File: src/sv/assert_macros.svh
// assertion macros shared by the md5 rtl
// expects clk and rst_n in the scope of each use
`ifndef ASSERT_MACROS_SVH
`define ASSERT_MACROS_SVH

// condition must never hold
`define ASSERT_NEVER(lbl, cond, msg) \
  lbl: assert property (@(posedge clk) disable iff (!rst_n) !(cond)) else $error(msg);

// consequent holds in the same cycle
`define ASSERT_IMPLIES(lbl, ante, cons, msg) \
  lbl: assert property (@(posedge clk) disable iff (!rst_n) (ante) |-> (cons)) else $error(msg);

// consequent holds in the cycle after the antecedent
`define ASSERT_NEXT(lbl, ante, cons, msg) \
  lbl: assert property (@(posedge clk) disable iff (!rst_n) (ante) |=> (cons)) else $error(msg);

`endif

File: src/sv/md5_pkg.sv
// md5 package: initial chaining value, round constants and helpers
// no dependencies
`timescale 1ns / 1ps
`default_nettype none

package md5_pkg;

  localparam int unsigned WORD_W = 32;
  localparam int unsigned LEN_W  = 61;

  typedef logic [WORD_W-1:0] word_t;

  localparam word_t IV_A = 32'h67452301;
  localparam word_t IV_B = 32'hEFCDAB89;
  localparam word_t IV_C = 32'h98BADCFE;
  localparam word_t IV_D = 32'h10325476;

  localparam word_t PAD_MARKER = 32'h00000080;

  function automatic word_t sine_k(input logic [5:0] i);
    word_t k;
    unique case (i)
      6'd0:  k = 32'hd76aa478;  6'd1:  k = 32'he8c7b756;
      6'd2:  k = 32'h242070db;  6'd3:  k = 32'hc1bdceee;
      6'd4:  k = 32'hf57c0faf;  6'd5:  k = 32'h4787c62a;
      6'd6:  k = 32'ha8304613;  6'd7:  k = 32'hfd469501;
      6'd8:  k = 32'h698098d8;  6'd9:  k = 32'h8b44f7af;
      6'd10: k = 32'hffff5bb1;  6'd11: k = 32'h895cd7be;
      6'd12: k = 32'h6b901122;  6'd13: k = 32'hfd987193;
      6'd14: k = 32'ha679438e;  6'd15: k = 32'h49b40821;
      6'd16: k = 32'hf61e2562;  6'd17: k = 32'hc040b340;
      6'd18: k = 32'h265e5a51;  6'd19: k = 32'he9b6c7aa;
      6'd20: k = 32'hd62f105d;  6'd21: k = 32'h02441453;
      6'd22: k = 32'hd8a1e681;  6'd23: k = 32'he7d3fbc8;
      6'd24: k = 32'h21e1cde6;  6'd25: k = 32'hc33707d6;
      6'd26: k = 32'hf4d50d87;  6'd27: k = 32'h455a14ed;
      6'd28: k = 32'ha9e3e905;  6'd29: k = 32'hfcefa3f8;
      6'd30: k = 32'h676f02d9;  6'd31: k = 32'h8d2a4c8a;
      6'd32: k = 32'hfffa3942;  6'd33: k = 32'h8771f681;
      6'd34: k = 32'h6d9d6122;  6'd35: k = 32'hfde5380c;
      6'd36: k = 32'ha4beea44;  6'd37: k = 32'h4bdecfa9;
      6'd38: k = 32'hf6bb4b60;  6'd39: k = 32'hbebfbc70;
      6'd40: k = 32'h289b7ec6;  6'd41: k = 32'heaa127fa;
      6'd42: k = 32'hd4ef3085;  6'd43: k = 32'h04881d05;
      6'd44: k = 32'hd9d4d039;  6'd45: k = 32'he6db99e5;
      6'd46: k = 32'h1fa27cf8;  6'd47: k = 32'hc4ac5665;
      6'd48: k = 32'hf4292244;  6'd49: k = 32'h432aff97;
      6'd50: k = 32'hab9423a7;  6'd51: k = 32'hfc93a039;
      6'd52: k = 32'h655b59c3;  6'd53: k = 32'h8f0ccc92;
      6'd54: k = 32'hffeff47d;  6'd55: k = 32'h85845dd1;
      6'd56: k = 32'h6fa87e4f;  6'd57: k = 32'hfe2ce6e0;
      6'd58: k = 32'ha3014314;  6'd59: k = 32'h4e0811a1;
      6'd60: k = 32'hf7537e82;  6'd61: k = 32'hbd3af235;
      6'd62: k = 32'h2ad7d2bb;  6'd63: k = 32'heb86d391;
      default: k = '0;
    endcase
    return k;
  endfunction

  function automatic logic [4:0] rot_amount(input logic [5:0] i);
    logic [4:0] s;
    unique case ({i[5:4], i[1:0]})
      4'd0:  s = 5'd7;   4'd1:  s = 5'd12;  4'd2:  s = 5'd17;  4'd3:  s = 5'd22;
      4'd4:  s = 5'd5;   4'd5:  s = 5'd9;   4'd6:  s = 5'd14;  4'd7:  s = 5'd20;
      4'd8:  s = 5'd4;   4'd9:  s = 5'd11;  4'd10: s = 5'd16;  4'd11: s = 5'd23;
      4'd12: s = 5'd6;   4'd13: s = 5'd10;  4'd14: s = 5'd15;  4'd15: s = 5'd21;
      default: s = 5'd0;
    endcase
    return s;
  endfunction

  // message word index used by round i
  function automatic logic [3:0] msg_index(input logic [5:0] i);
    logic [3:0] lo;
    logic [3:0] g;
    lo = i[3:0];
    unique case (i[5:4])
      2'd0: g = lo;
      2'd1: g = (lo << 2) + lo + 4'd1;
      2'd2: g = (lo << 1) + lo + 4'd5;
      2'd3: g = (lo << 3) - lo;
      default: g = lo;
    endcase
    return g;
  endfunction

  function automatic word_t round_func(input logic [1:0] r, input word_t b,
                                       input word_t c, input word_t d);
    word_t f;
    unique case (r)
      2'd0: f = (b & c) | (~b & d);
      2'd1: f = (b & d) | (c & ~d);
      2'd2: f = b ^ c ^ d;
      2'd3: f = c ^ (b | ~d);
      default: f = '0;
    endcase
    return f;
  endfunction

endpackage

`default_nettype wire

File: src/sv/md5_message_digest_top.sv
// md5 message digest: word buffer, padding sequencer and one shared round unit
// depends on md5_pkg and assert_macros.svh
// compression: every 16th word starts 64 rounds and a final add into the chaining value
// input: no new word is taken until the single shared md5 round unit has finished
// last word: padding and bit length complete the message over one or two compressions, then 4 results
// reset: synchronous rst_n restores initial value, zero count and length, as after a digest
`timescale 1ns / 1ps
`default_nettype none
`include "assert_macros.svh"

module md5_message_digest_top (
  input  wire logic        clk,
  input  wire logic        rst_n,
  input  wire logic        in_valid,
  output logic             in_ready,
  input  wire logic [31:0] in_data_word,
  input  wire logic [2:0]  in_bytes_valid,
  input  wire logic        in_last_word,
  output logic             out_valid,
  input  wire logic        out_ready,
  output logic [31:0]      out_digest_word,
  output logic [1:0]       out_word_index,
  output logic             out_last_result
);

  typedef enum logic [2:0] {
    ST_IDLE,
    ST_PAD,
    ST_ROUND,
    ST_ADD,
    ST_OUT
  } state_t;

  state_t                       state_r;
  md5_pkg::word_t               buf_r [16];
  md5_pkg::word_t               cv_r [4];
  md5_pkg::word_t               a_r, b_r, c_r, d_r;
  logic [3:0]                   cnt_r;
  logic [md5_pkg::LEN_W-1:0]    len_r;
  logic [5:0]                   rnd_r;
  logic [1:0]                   idx_r;
  logic                         padding_r;
  logic                         marker_r;
  logic                         len_ok_r;
  logic                         done_r;

  logic [2:0]                   n_clip;
  logic [md5_pkg::LEN_W-1:0]    len_nxt;
  md5_pkg::word_t               tail_word;
  logic                         wr_en;
  md5_pkg::word_t               wr_data;
  logic [63:0]                  bit_len;
  md5_pkg::word_t               sum;
  logic [63:0]                  rot_wide;
  md5_pkg::word_t               b_nxt;

  assign in_ready        = (state_r == ST_IDLE);
  assign out_valid       = (state_r == ST_OUT);
  assign out_digest_word = cv_r[idx_r];
  assign out_word_index  = idx_r;
  assign out_last_result = (idx_r == 2'd3);

  assign n_clip  = (in_bytes_valid > 3'd4) ? 3'd4 : in_bytes_valid;
  assign len_nxt = len_r + (in_last_word ? md5_pkg::LEN_W'(n_clip) : md5_pkg::LEN_W'(4));
  assign bit_len = {len_r, 3'b000};

  // short last word: keep valid bytes and place the marker right after them
  always_comb begin
    unique case (n_clip[1:0])
      2'd0: tail_word = md5_pkg::PAD_MARKER;
      2'd1: tail_word = {16'h0000, 8'h80, in_data_word[7:0]};
      2'd2: tail_word = {8'h00, 8'h80, in_data_word[15:0]};
      2'd3: tail_word = {8'h80, in_data_word[23:0]};
      default: tail_word = md5_pkg::PAD_MARKER;
    endcase
  end

  always_comb begin
    wr_en   = 1'b0;
    wr_data = '0;
    if (state_r == ST_IDLE && in_valid) begin
      wr_en   = 1'b1;
      wr_data = (in_last_word && n_clip != 3'd4) ? tail_word : in_data_word;
    end else if (state_r == ST_PAD) begin
      wr_en = 1'b1;
      priority if (marker_r) begin
        wr_data = md5_pkg::PAD_MARKER;
      end else if (len_ok_r && cnt_r == 4'd14) begin
        wr_data = bit_len[31:0];
      end else if (len_ok_r && cnt_r == 4'd15) begin
        wr_data = bit_len[63:32];
      end else begin
        wr_data = '0;
      end
    end
  end

  // shared round unit
  always_comb begin
    sum = a_r + md5_pkg::round_func(rnd_r[5:4], b_r, c_r, d_r)
        + buf_r[md5_pkg::msg_index(rnd_r)] + md5_pkg::sine_k(rnd_r);
    rot_wide = {sum, sum} << md5_pkg::rot_amount(rnd_r);
    b_nxt    = b_r + rot_wide[63:32];
  end

  // block buffer
  always_ff @(posedge clk) begin
    if (wr_en) begin
      buf_r[cnt_r] <= wr_data;
    end
  end

  always_ff @(posedge clk) begin
    if (!rst_n) begin
      state_r   <= ST_IDLE;
      cv_r[0]   <= md5_pkg::IV_A;
      cv_r[1]   <= md5_pkg::IV_B;
      cv_r[2]   <= md5_pkg::IV_C;
      cv_r[3]   <= md5_pkg::IV_D;
      cnt_r     <= '0;
      len_r     <= '0;
      rnd_r     <= '0;
      idx_r     <= '0;
      padding_r <= 1'b0;
      marker_r  <= 1'b0;
      len_ok_r  <= 1'b0;
      done_r    <= 1'b0;
    end else begin
      // a full buffer starts the compression
      if (wr_en && cnt_r == 4'd15) begin
        a_r   <= cv_r[0];
        b_r   <= cv_r[1];
        c_r   <= cv_r[2];
        d_r   <= cv_r[3];
        rnd_r <= '0;
      end
      unique case (state_r)
        ST_IDLE: begin
          if (in_valid) begin
            cnt_r <= cnt_r + 4'd1;
            len_r <= len_nxt;
            if (in_last_word) begin
              padding_r <= 1'b1;
              marker_r  <= (n_clip == 3'd4);
              len_ok_r  <= (n_clip != 3'd4) && (cnt_r <= 4'd13);
            end
            if (cnt_r == 4'd15) begin
              state_r <= ST_ROUND;
            end else if (in_last_word) begin
              state_r <= ST_PAD;
            end
          end
        end
        ST_PAD: begin
          cnt_r <= cnt_r + 4'd1;
          if (marker_r) begin
            marker_r <= 1'b0;
            len_ok_r <= (cnt_r <= 4'd13);
          end else if (len_ok_r && cnt_r == 4'd15) begin
            done_r <= 1'b1;
          end
          if (cnt_r == 4'd15) begin
            state_r <= ST_ROUND;
          end
        end
        ST_ROUND: begin
          a_r   <= d_r;
          b_r   <= b_nxt;
          c_r   <= b_r;
          d_r   <= c_r;
          rnd_r <= rnd_r + 6'd1;
          if (rnd_r == 6'd63) begin
            state_r <= ST_ADD;
          end
        end
        ST_ADD: begin
          cv_r[0] <= cv_r[0] + a_r;
          cv_r[1] <= cv_r[1] + b_r;
          cv_r[2] <= cv_r[2] + c_r;
          cv_r[3] <= cv_r[3] + d_r;
          if (done_r) begin
            idx_r   <= '0;
            state_r <= ST_OUT;
          end else if (padding_r) begin
            len_ok_r <= 1'b1;
            state_r  <= ST_PAD;
          end else begin
            state_r <= ST_IDLE;
          end
        end
        ST_OUT: begin
          if (out_ready) begin
            idx_r <= idx_r + 2'd1;
            if (idx_r == 2'd3) begin
              cv_r[0]   <= md5_pkg::IV_A;
              cv_r[1]   <= md5_pkg::IV_B;
              cv_r[2]   <= md5_pkg::IV_C;
              cv_r[3]   <= md5_pkg::IV_D;
              cnt_r     <= '0;
              len_r     <= '0;
              padding_r <= 1'b0;
              marker_r  <= 1'b0;
              len_ok_r  <= 1'b0;
              done_r    <= 1'b0;
              state_r   <= ST_IDLE;
            end
          end
        end
        default: begin
          state_r <= ST_IDLE;
        end
      endcase
    end
  end

  `ASSERT_NEVER(a_no_overlap, in_ready && out_valid, "input and output open together")
  `ASSERT_NEXT(a_last_busy, in_valid && in_ready && in_last_word, !in_ready, "no padding after last word")
  `ASSERT_IMPLIES(a_out_aligned, out_valid, cnt_r == 4'd0 && !marker_r, "digest out with partial block")
  `ASSERT_NEXT(a_out_restart, out_valid && out_ready && out_last_result, in_ready && cnt_r == 4'd0 && len_r == '0, "state not restored after digest")

endmodule

`default_nettype wire
File: config.mk
export PLATFORM = sky130hd
export DESIGN_NAME = md5_message_digest_top
export DESIGN_NICKNAME = d
export VERILOG_FILES = /design/src/sv/md5_pkg.sv /design/src/sv/md5_message_digest_top.sv
export VERILOG_INCLUDE_DIRS = /design/src /design/src/sv
export SDC_FILE = /design/constraint.sdc
export NUM_CORES = 2
export LEC_CHECK = 0
export BUFFER_PORTS_ARGS = -buffer_cell sky130_fd_sc_hd__buf_2
export CAP_MARGIN = 20
export CELL_PAD_IN_SITES_DETAIL_PLACEMENT = 0
export CELL_PAD_IN_SITES_GLOBAL_PLACEMENT = 1
export CORE_UTILIZATION = 30
export CTS_CLUSTER_SIZE = 30
export DETAILED_ROUTE_END_ITERATION = 8
export PLACE_DENSITY = 0.5
export SKIP_LAST_GASP = 1
export SLEW_MARGIN = 20
export SYNTH_ARGS = -nofsm -noshare
export SYNTH_HDL_FRONTEND = slang
export SYNTH_SLANG_ARGS = --single-unit
File: constraint.sdc
create_clock -name clk -period 12.7 [get_ports clk]
set_clock_uncertainty 0.2 [all_clocks]
set_input_delay 3.81 -clock clk [delete_from_list [all_inputs] [get_ports clk]]
set_output_delay 3.81 -clock clk [all_outputs]
set_load 0.1 [all_outputs]
==> impl.org <==
** Drt
- Routed len/inst :: 25.32 um
- In the routed layout, each cell is associated on average with a via count of 5.317.
- Vias after detailed routing :: 39540
- The first detailed-routing pass ran for 8 iterations.
- Drt initial violations :: 3122
- Number of design rule violations left after detail routing :: 0
- Remaining antenna violation count after routing :: 0
- After detailed routing, the total wire length is 188200 um.

** Worst setup path
- Endpoint type of the worst setup path :: flip-flop
- In this run the worst path has a maximum fanout of 32.
- The largest single stage delay on the critical path is 0.90 ns.
- Counting both buffers and inverters, the worst setup path holds a total of 5.
- Category of cells accounting for the largest share of critical-path delay :: compound AO/OA/AOI/OAI gates
- Arrival time at the worst endpoint :: 12.26 ns
- Crit start category :: flip-flop
- Top cell by count, worst path :: sky130_fd_sc_hd__a21oi_1
- The largest individual stage delay along the critical path comes from the cell sky130_fd_sc_hd__mux4_4.
- Required time at the worst-slack endpoint :: 12.97 ns
- The critical path is of the reg2reg type.

** Synthesis
- Synth Cell Area :: 53210 um^2
- Most instantiated flip-flop cell in the synthesis netlist :: sky130_fd_sc_hd__edfxtp_1
- Post-synth cell types :: 88
- In this run, synthesis produced a sequential element count of 887.
- Synthesized netlist net count :: 5346
- Number of synthesized flops with an enable pin :: 704
- A synthesized cell averages 10.67 um^2.
- Register area share after synthesis :: 46.61%
- For this run, the number of Yosys warnings is 0.
- In the synthesized netlist, the number of instances is 4985.
- For this run, asynchronously set or reset flops after synthesis account for 0%.

** Clock tree
- TritonCTS built the clock tree.
- Clk Latency, worst-skew pair :: 0.77 ns
- The H-tree was split into 3 levels.
- Root Buffer Master :: sky130_fd_sc_hd__clkbuf_16
- Clock Pin Slew Worst Setup and Hold Paths :: 0.06 ns
- Counting along the longest clock path gives a buffer depth of 3.
- Number of buffers created by CTS :: 103
- The tree built by TritonCTS fans out to 887 sinks.

** Placement
- Detailed placement finished with a half-perimeter wire length of 131000 um.
- Input and output buffers added on the ports amount to 76.
- Worst slack after detailed placement :: 0.4689 ns
- Placer congestion estimate :: 0.8727

** Final layout
- Count of filler cells inserted in the layout :: 17870
- Most frequent cells in the layout :: sky130_fd_sc_hd__edfxtp_1 (704), sky130_fd_sc_hd__nand2_1 (687), sky130_fd_sc_hd__a21oi_1 (312)
- At the end of the flow, the number of nets in the layout was 5365.
- Leaving out fill and tap cells, the most frequent cell in the layout is sky130_fd_sc_hd__edfxtp_1.
- Share of cells above drive strength 1 :: 11.76%
- Relative to the synthesized area, the layout overhead comes to 12.72%.

** Floorplanning
- Core region area :: 176100 um^2
- Pin placement for this block handled 77 I/O pins.
- The floorplan step defined a die boundary enclosing 179100 um^2.
- Count of standard-cell rows :: 154
- The floorplan step set the die height to 423.2 um.
- For this configuration, the core starts out at a cell density of 30.21%.
- The die is 423.2 um wide.

** Power and ir drop
- VDD sags by at most 0.1213 mV.
- Power comes to 7.489 mW.
- For this design the ratio of total power to cell area is 124.9 nW/um^2.
- For this design the static power due to leakage is 21.76 nW.

** Global routing
- After global routing the overflow that remains totals 0.
- For this run, the total global-route usage over all layers was measured as 20.75%.
- Vias in the first global route :: 39050
- Initial antenna violation count :: 4
- Global-route wire length before repair :: 275800 um
- Entering global routing, the biggest net connects 107 pins.

** Timing
- In the finished design, the share of the clock period the worst path needs comes to 94.47%.
- The count of pins over their slew limit was 0.
- Setup repair after global routing left no endpoint under its margin.
- Tightest slew margin relative to the limit :: 26.94%
- Post-route minimum period :: 12.00 ns
- Hold is met by 0.2835 ns.
- Crit path setup slack, layout :: 0.7025 ns
- Max Freq :: 83.35 MHz
- Final total negative setup slack :: 0 ns
- For the pin with the worst max-slew slack, the measured transition is 1.096 ns.
- Setup violations remaining at the end of the flow were counted as 0.
- Hold Violations, Final :: 0

** Hold path
- The path class of the tightest hold or removal check is reg2reg.

** Outcome
- The flow ran to the end, and the final reports show no timing, DRC or antenna violations.

** Flow run
- Total of max-cap violations :: 0
==> registers in the layout, indices dropped and copies added, names as in the netlist, 2 cells and up, named ones only <==
register	flops
out_word_index	2
b_r	32
d_r	32
cv_r	128
buf_r	512
cnt_r	4
a_r	32
len_r	61
c_r	32
rnd_r	6
state_r	3
==> per-layer routing <==
| metal | routed length, um | vias up | share of wire [%] | GRT usage (%) |
|---|---|---|---|---|
| met2 | 89630 | 805 | 48 | 34.45 |
| met3 | 7175 | 199 | 3.8 | 2.504 |
| met4 | 4161 | 2 | 2.2 | 4.777 |
| met1 | 87270 | 20010 | 46 | 28.72 |
| met5 | 13 | - | 0.0069 | 0 |
| li1 | - | 18520 | - | - |
==> per-stage QoR <==
stage | cell area, um^2 | util [%] | instances
CTS | 59910 | 34.02 | 7429
detailed placement | 56480 | 32.07 | 7235
global route | 59970 | 34.05 | 7433
floorplan | 53210 | - | 4985
global placement | 56480 | 32.07 | 7235
finish | 59980 | 34.06 | 7436
==> final timing paths <==
| check | startpoint | endpoint | slack (ns) | depth (start not counted) |
|---|---|---|---|---|
| worst max-delay path | rnd_r[1] | b_r[30] | 0.70 | 40 |
| worst min-delay path | marker_r | marker_r | 0.28 | 2 |
| worst max register to register | rnd_r[1] | b_r[30] | 0.70 | 40 |
| worst min register to register | marker_r | marker_r | 0.28 | 2 |
==> tightest hold or removal path: cells and delay by family, from the launching register on <==
| kind | cells | cell delay, ns |
|---|---|---|
| AO/OA/AOI/OAI | 1 | 0.06 |
| flip-flops | 1 | 0.32 |
| AND/OR/NAND/NOR | 1 | 0.05 |
==> cell usage after synthesis (31+ instances only) <==
cell | n | area share, %
sky130_fd_sc_hd__nor2b_1 | 68 | 0.80
sky130_fd_sc_hd__a211oi_1 | 67 | 0.95
sky130_fd_sc_hd__buf_1 | 50 | 0.35
sky130_fd_sc_hd__or3_1 | 31 | 0.36
sky130_fd_sc_hd__fa_1 | 69 | 2.6
sky130_fd_sc_hd__nand3_1 | 106 | 1.0
sky130_fd_sc_hd__inv_1 | 244 | 1.7
sky130_fd_sc_hd__a21o_1 | 66 | 0.93
sky130_fd_sc_hd__xor2_1 | 131 | 2.2
sky130_fd_sc_hd__edfxtp_1 | 704 | 40
sky130_fd_sc_hd__nor2_1 | 313 | 2.2
sky130_fd_sc_hd__nand2b_1 | 76 | 0.89
sky130_fd_sc_hd__nor3_1 | 63 | 0.59
sky130_fd_sc_hd__a31oi_1 | 40 | 0.47
sky130_fd_sc_hd__a221o_1 | 37 | 0.70
sky130_fd_sc_hd__mux2i_1 | 98 | 1.8
sky130_fd_sc_hd__mux4_2 | 171 | 7.2
sky130_fd_sc_hd__dfxtp_1 | 183 | 6.9
sky130_fd_sc_hd__a21oi_1 | 312 | 2.9
sky130_fd_sc_hd__xnor2_1 | 126 | 2.1
sky130_fd_sc_hd__ha_1 | 252 | 5.9
sky130_fd_sc_hd__a22oi_1 | 34 | 0.48
sky130_fd_sc_hd__nand2_1 | 692 | 4.9
sky130_fd_sc_hd__o21a_1 | 43 | 0.61
sky130_fd_sc_hd__clkbuf_1 | 212 | 1.5
sky130_fd_sc_hd__o2111ai_1 | 37 | 0.61
sky130_fd_sc_hd__and2_1 | 40 | 0.47
sky130_fd_sc_hd__o21ai_0 | 314 | 3.0
==> layout make-up <==
type	instances	area (um^2)	share of cell area (%)
Clock inverter	66	681.9	1.137
Multi-Input combinational cell	3579	26600	44.35
Tap cell	2340	2928	4.881
Antenna cell	3	7.507	0.01252
Inverter	249	934.6	1.558
Sequential cell	887	24820	41.38
Timing Repair Buffer	184	1266	2.111
Clock buffer	128	2744	4.575
==> cells by family (layout without fill, tap and decap cells) <==
family | after synthesis | in the layout | share of synthesized area [%]
AOI/OAI and AO/OA | 1213 | 1213 | 14.71
xor gates and xnor gates | 258 | 258 | 4.275
adders and majority gates | 321 | 321 | 8.521
buffers and inverters | 519 | 627 | 3.692
DFF | 887 | 887 | 46.61
muxes | 295 | 295 | 9.638
other | 0 | 3 | 0
and+or+nand+nor | 1492 | 1492 | 12.55
==> report_power, final <==
group	leakage (nW)	internal, mW	switching, mW
registers	7.89	3.16	0.0130
logic	12.2	0.488	0.771
clock network	1.66	1.74	1.31
==> repair_timing <==
item,in CTS,in global routing
endpoints found under the setup margin,0,4
gates resized for setup,0,4
hold buffers,0,0
setup buffers,0,4
(Power assumes the default switching activity.)
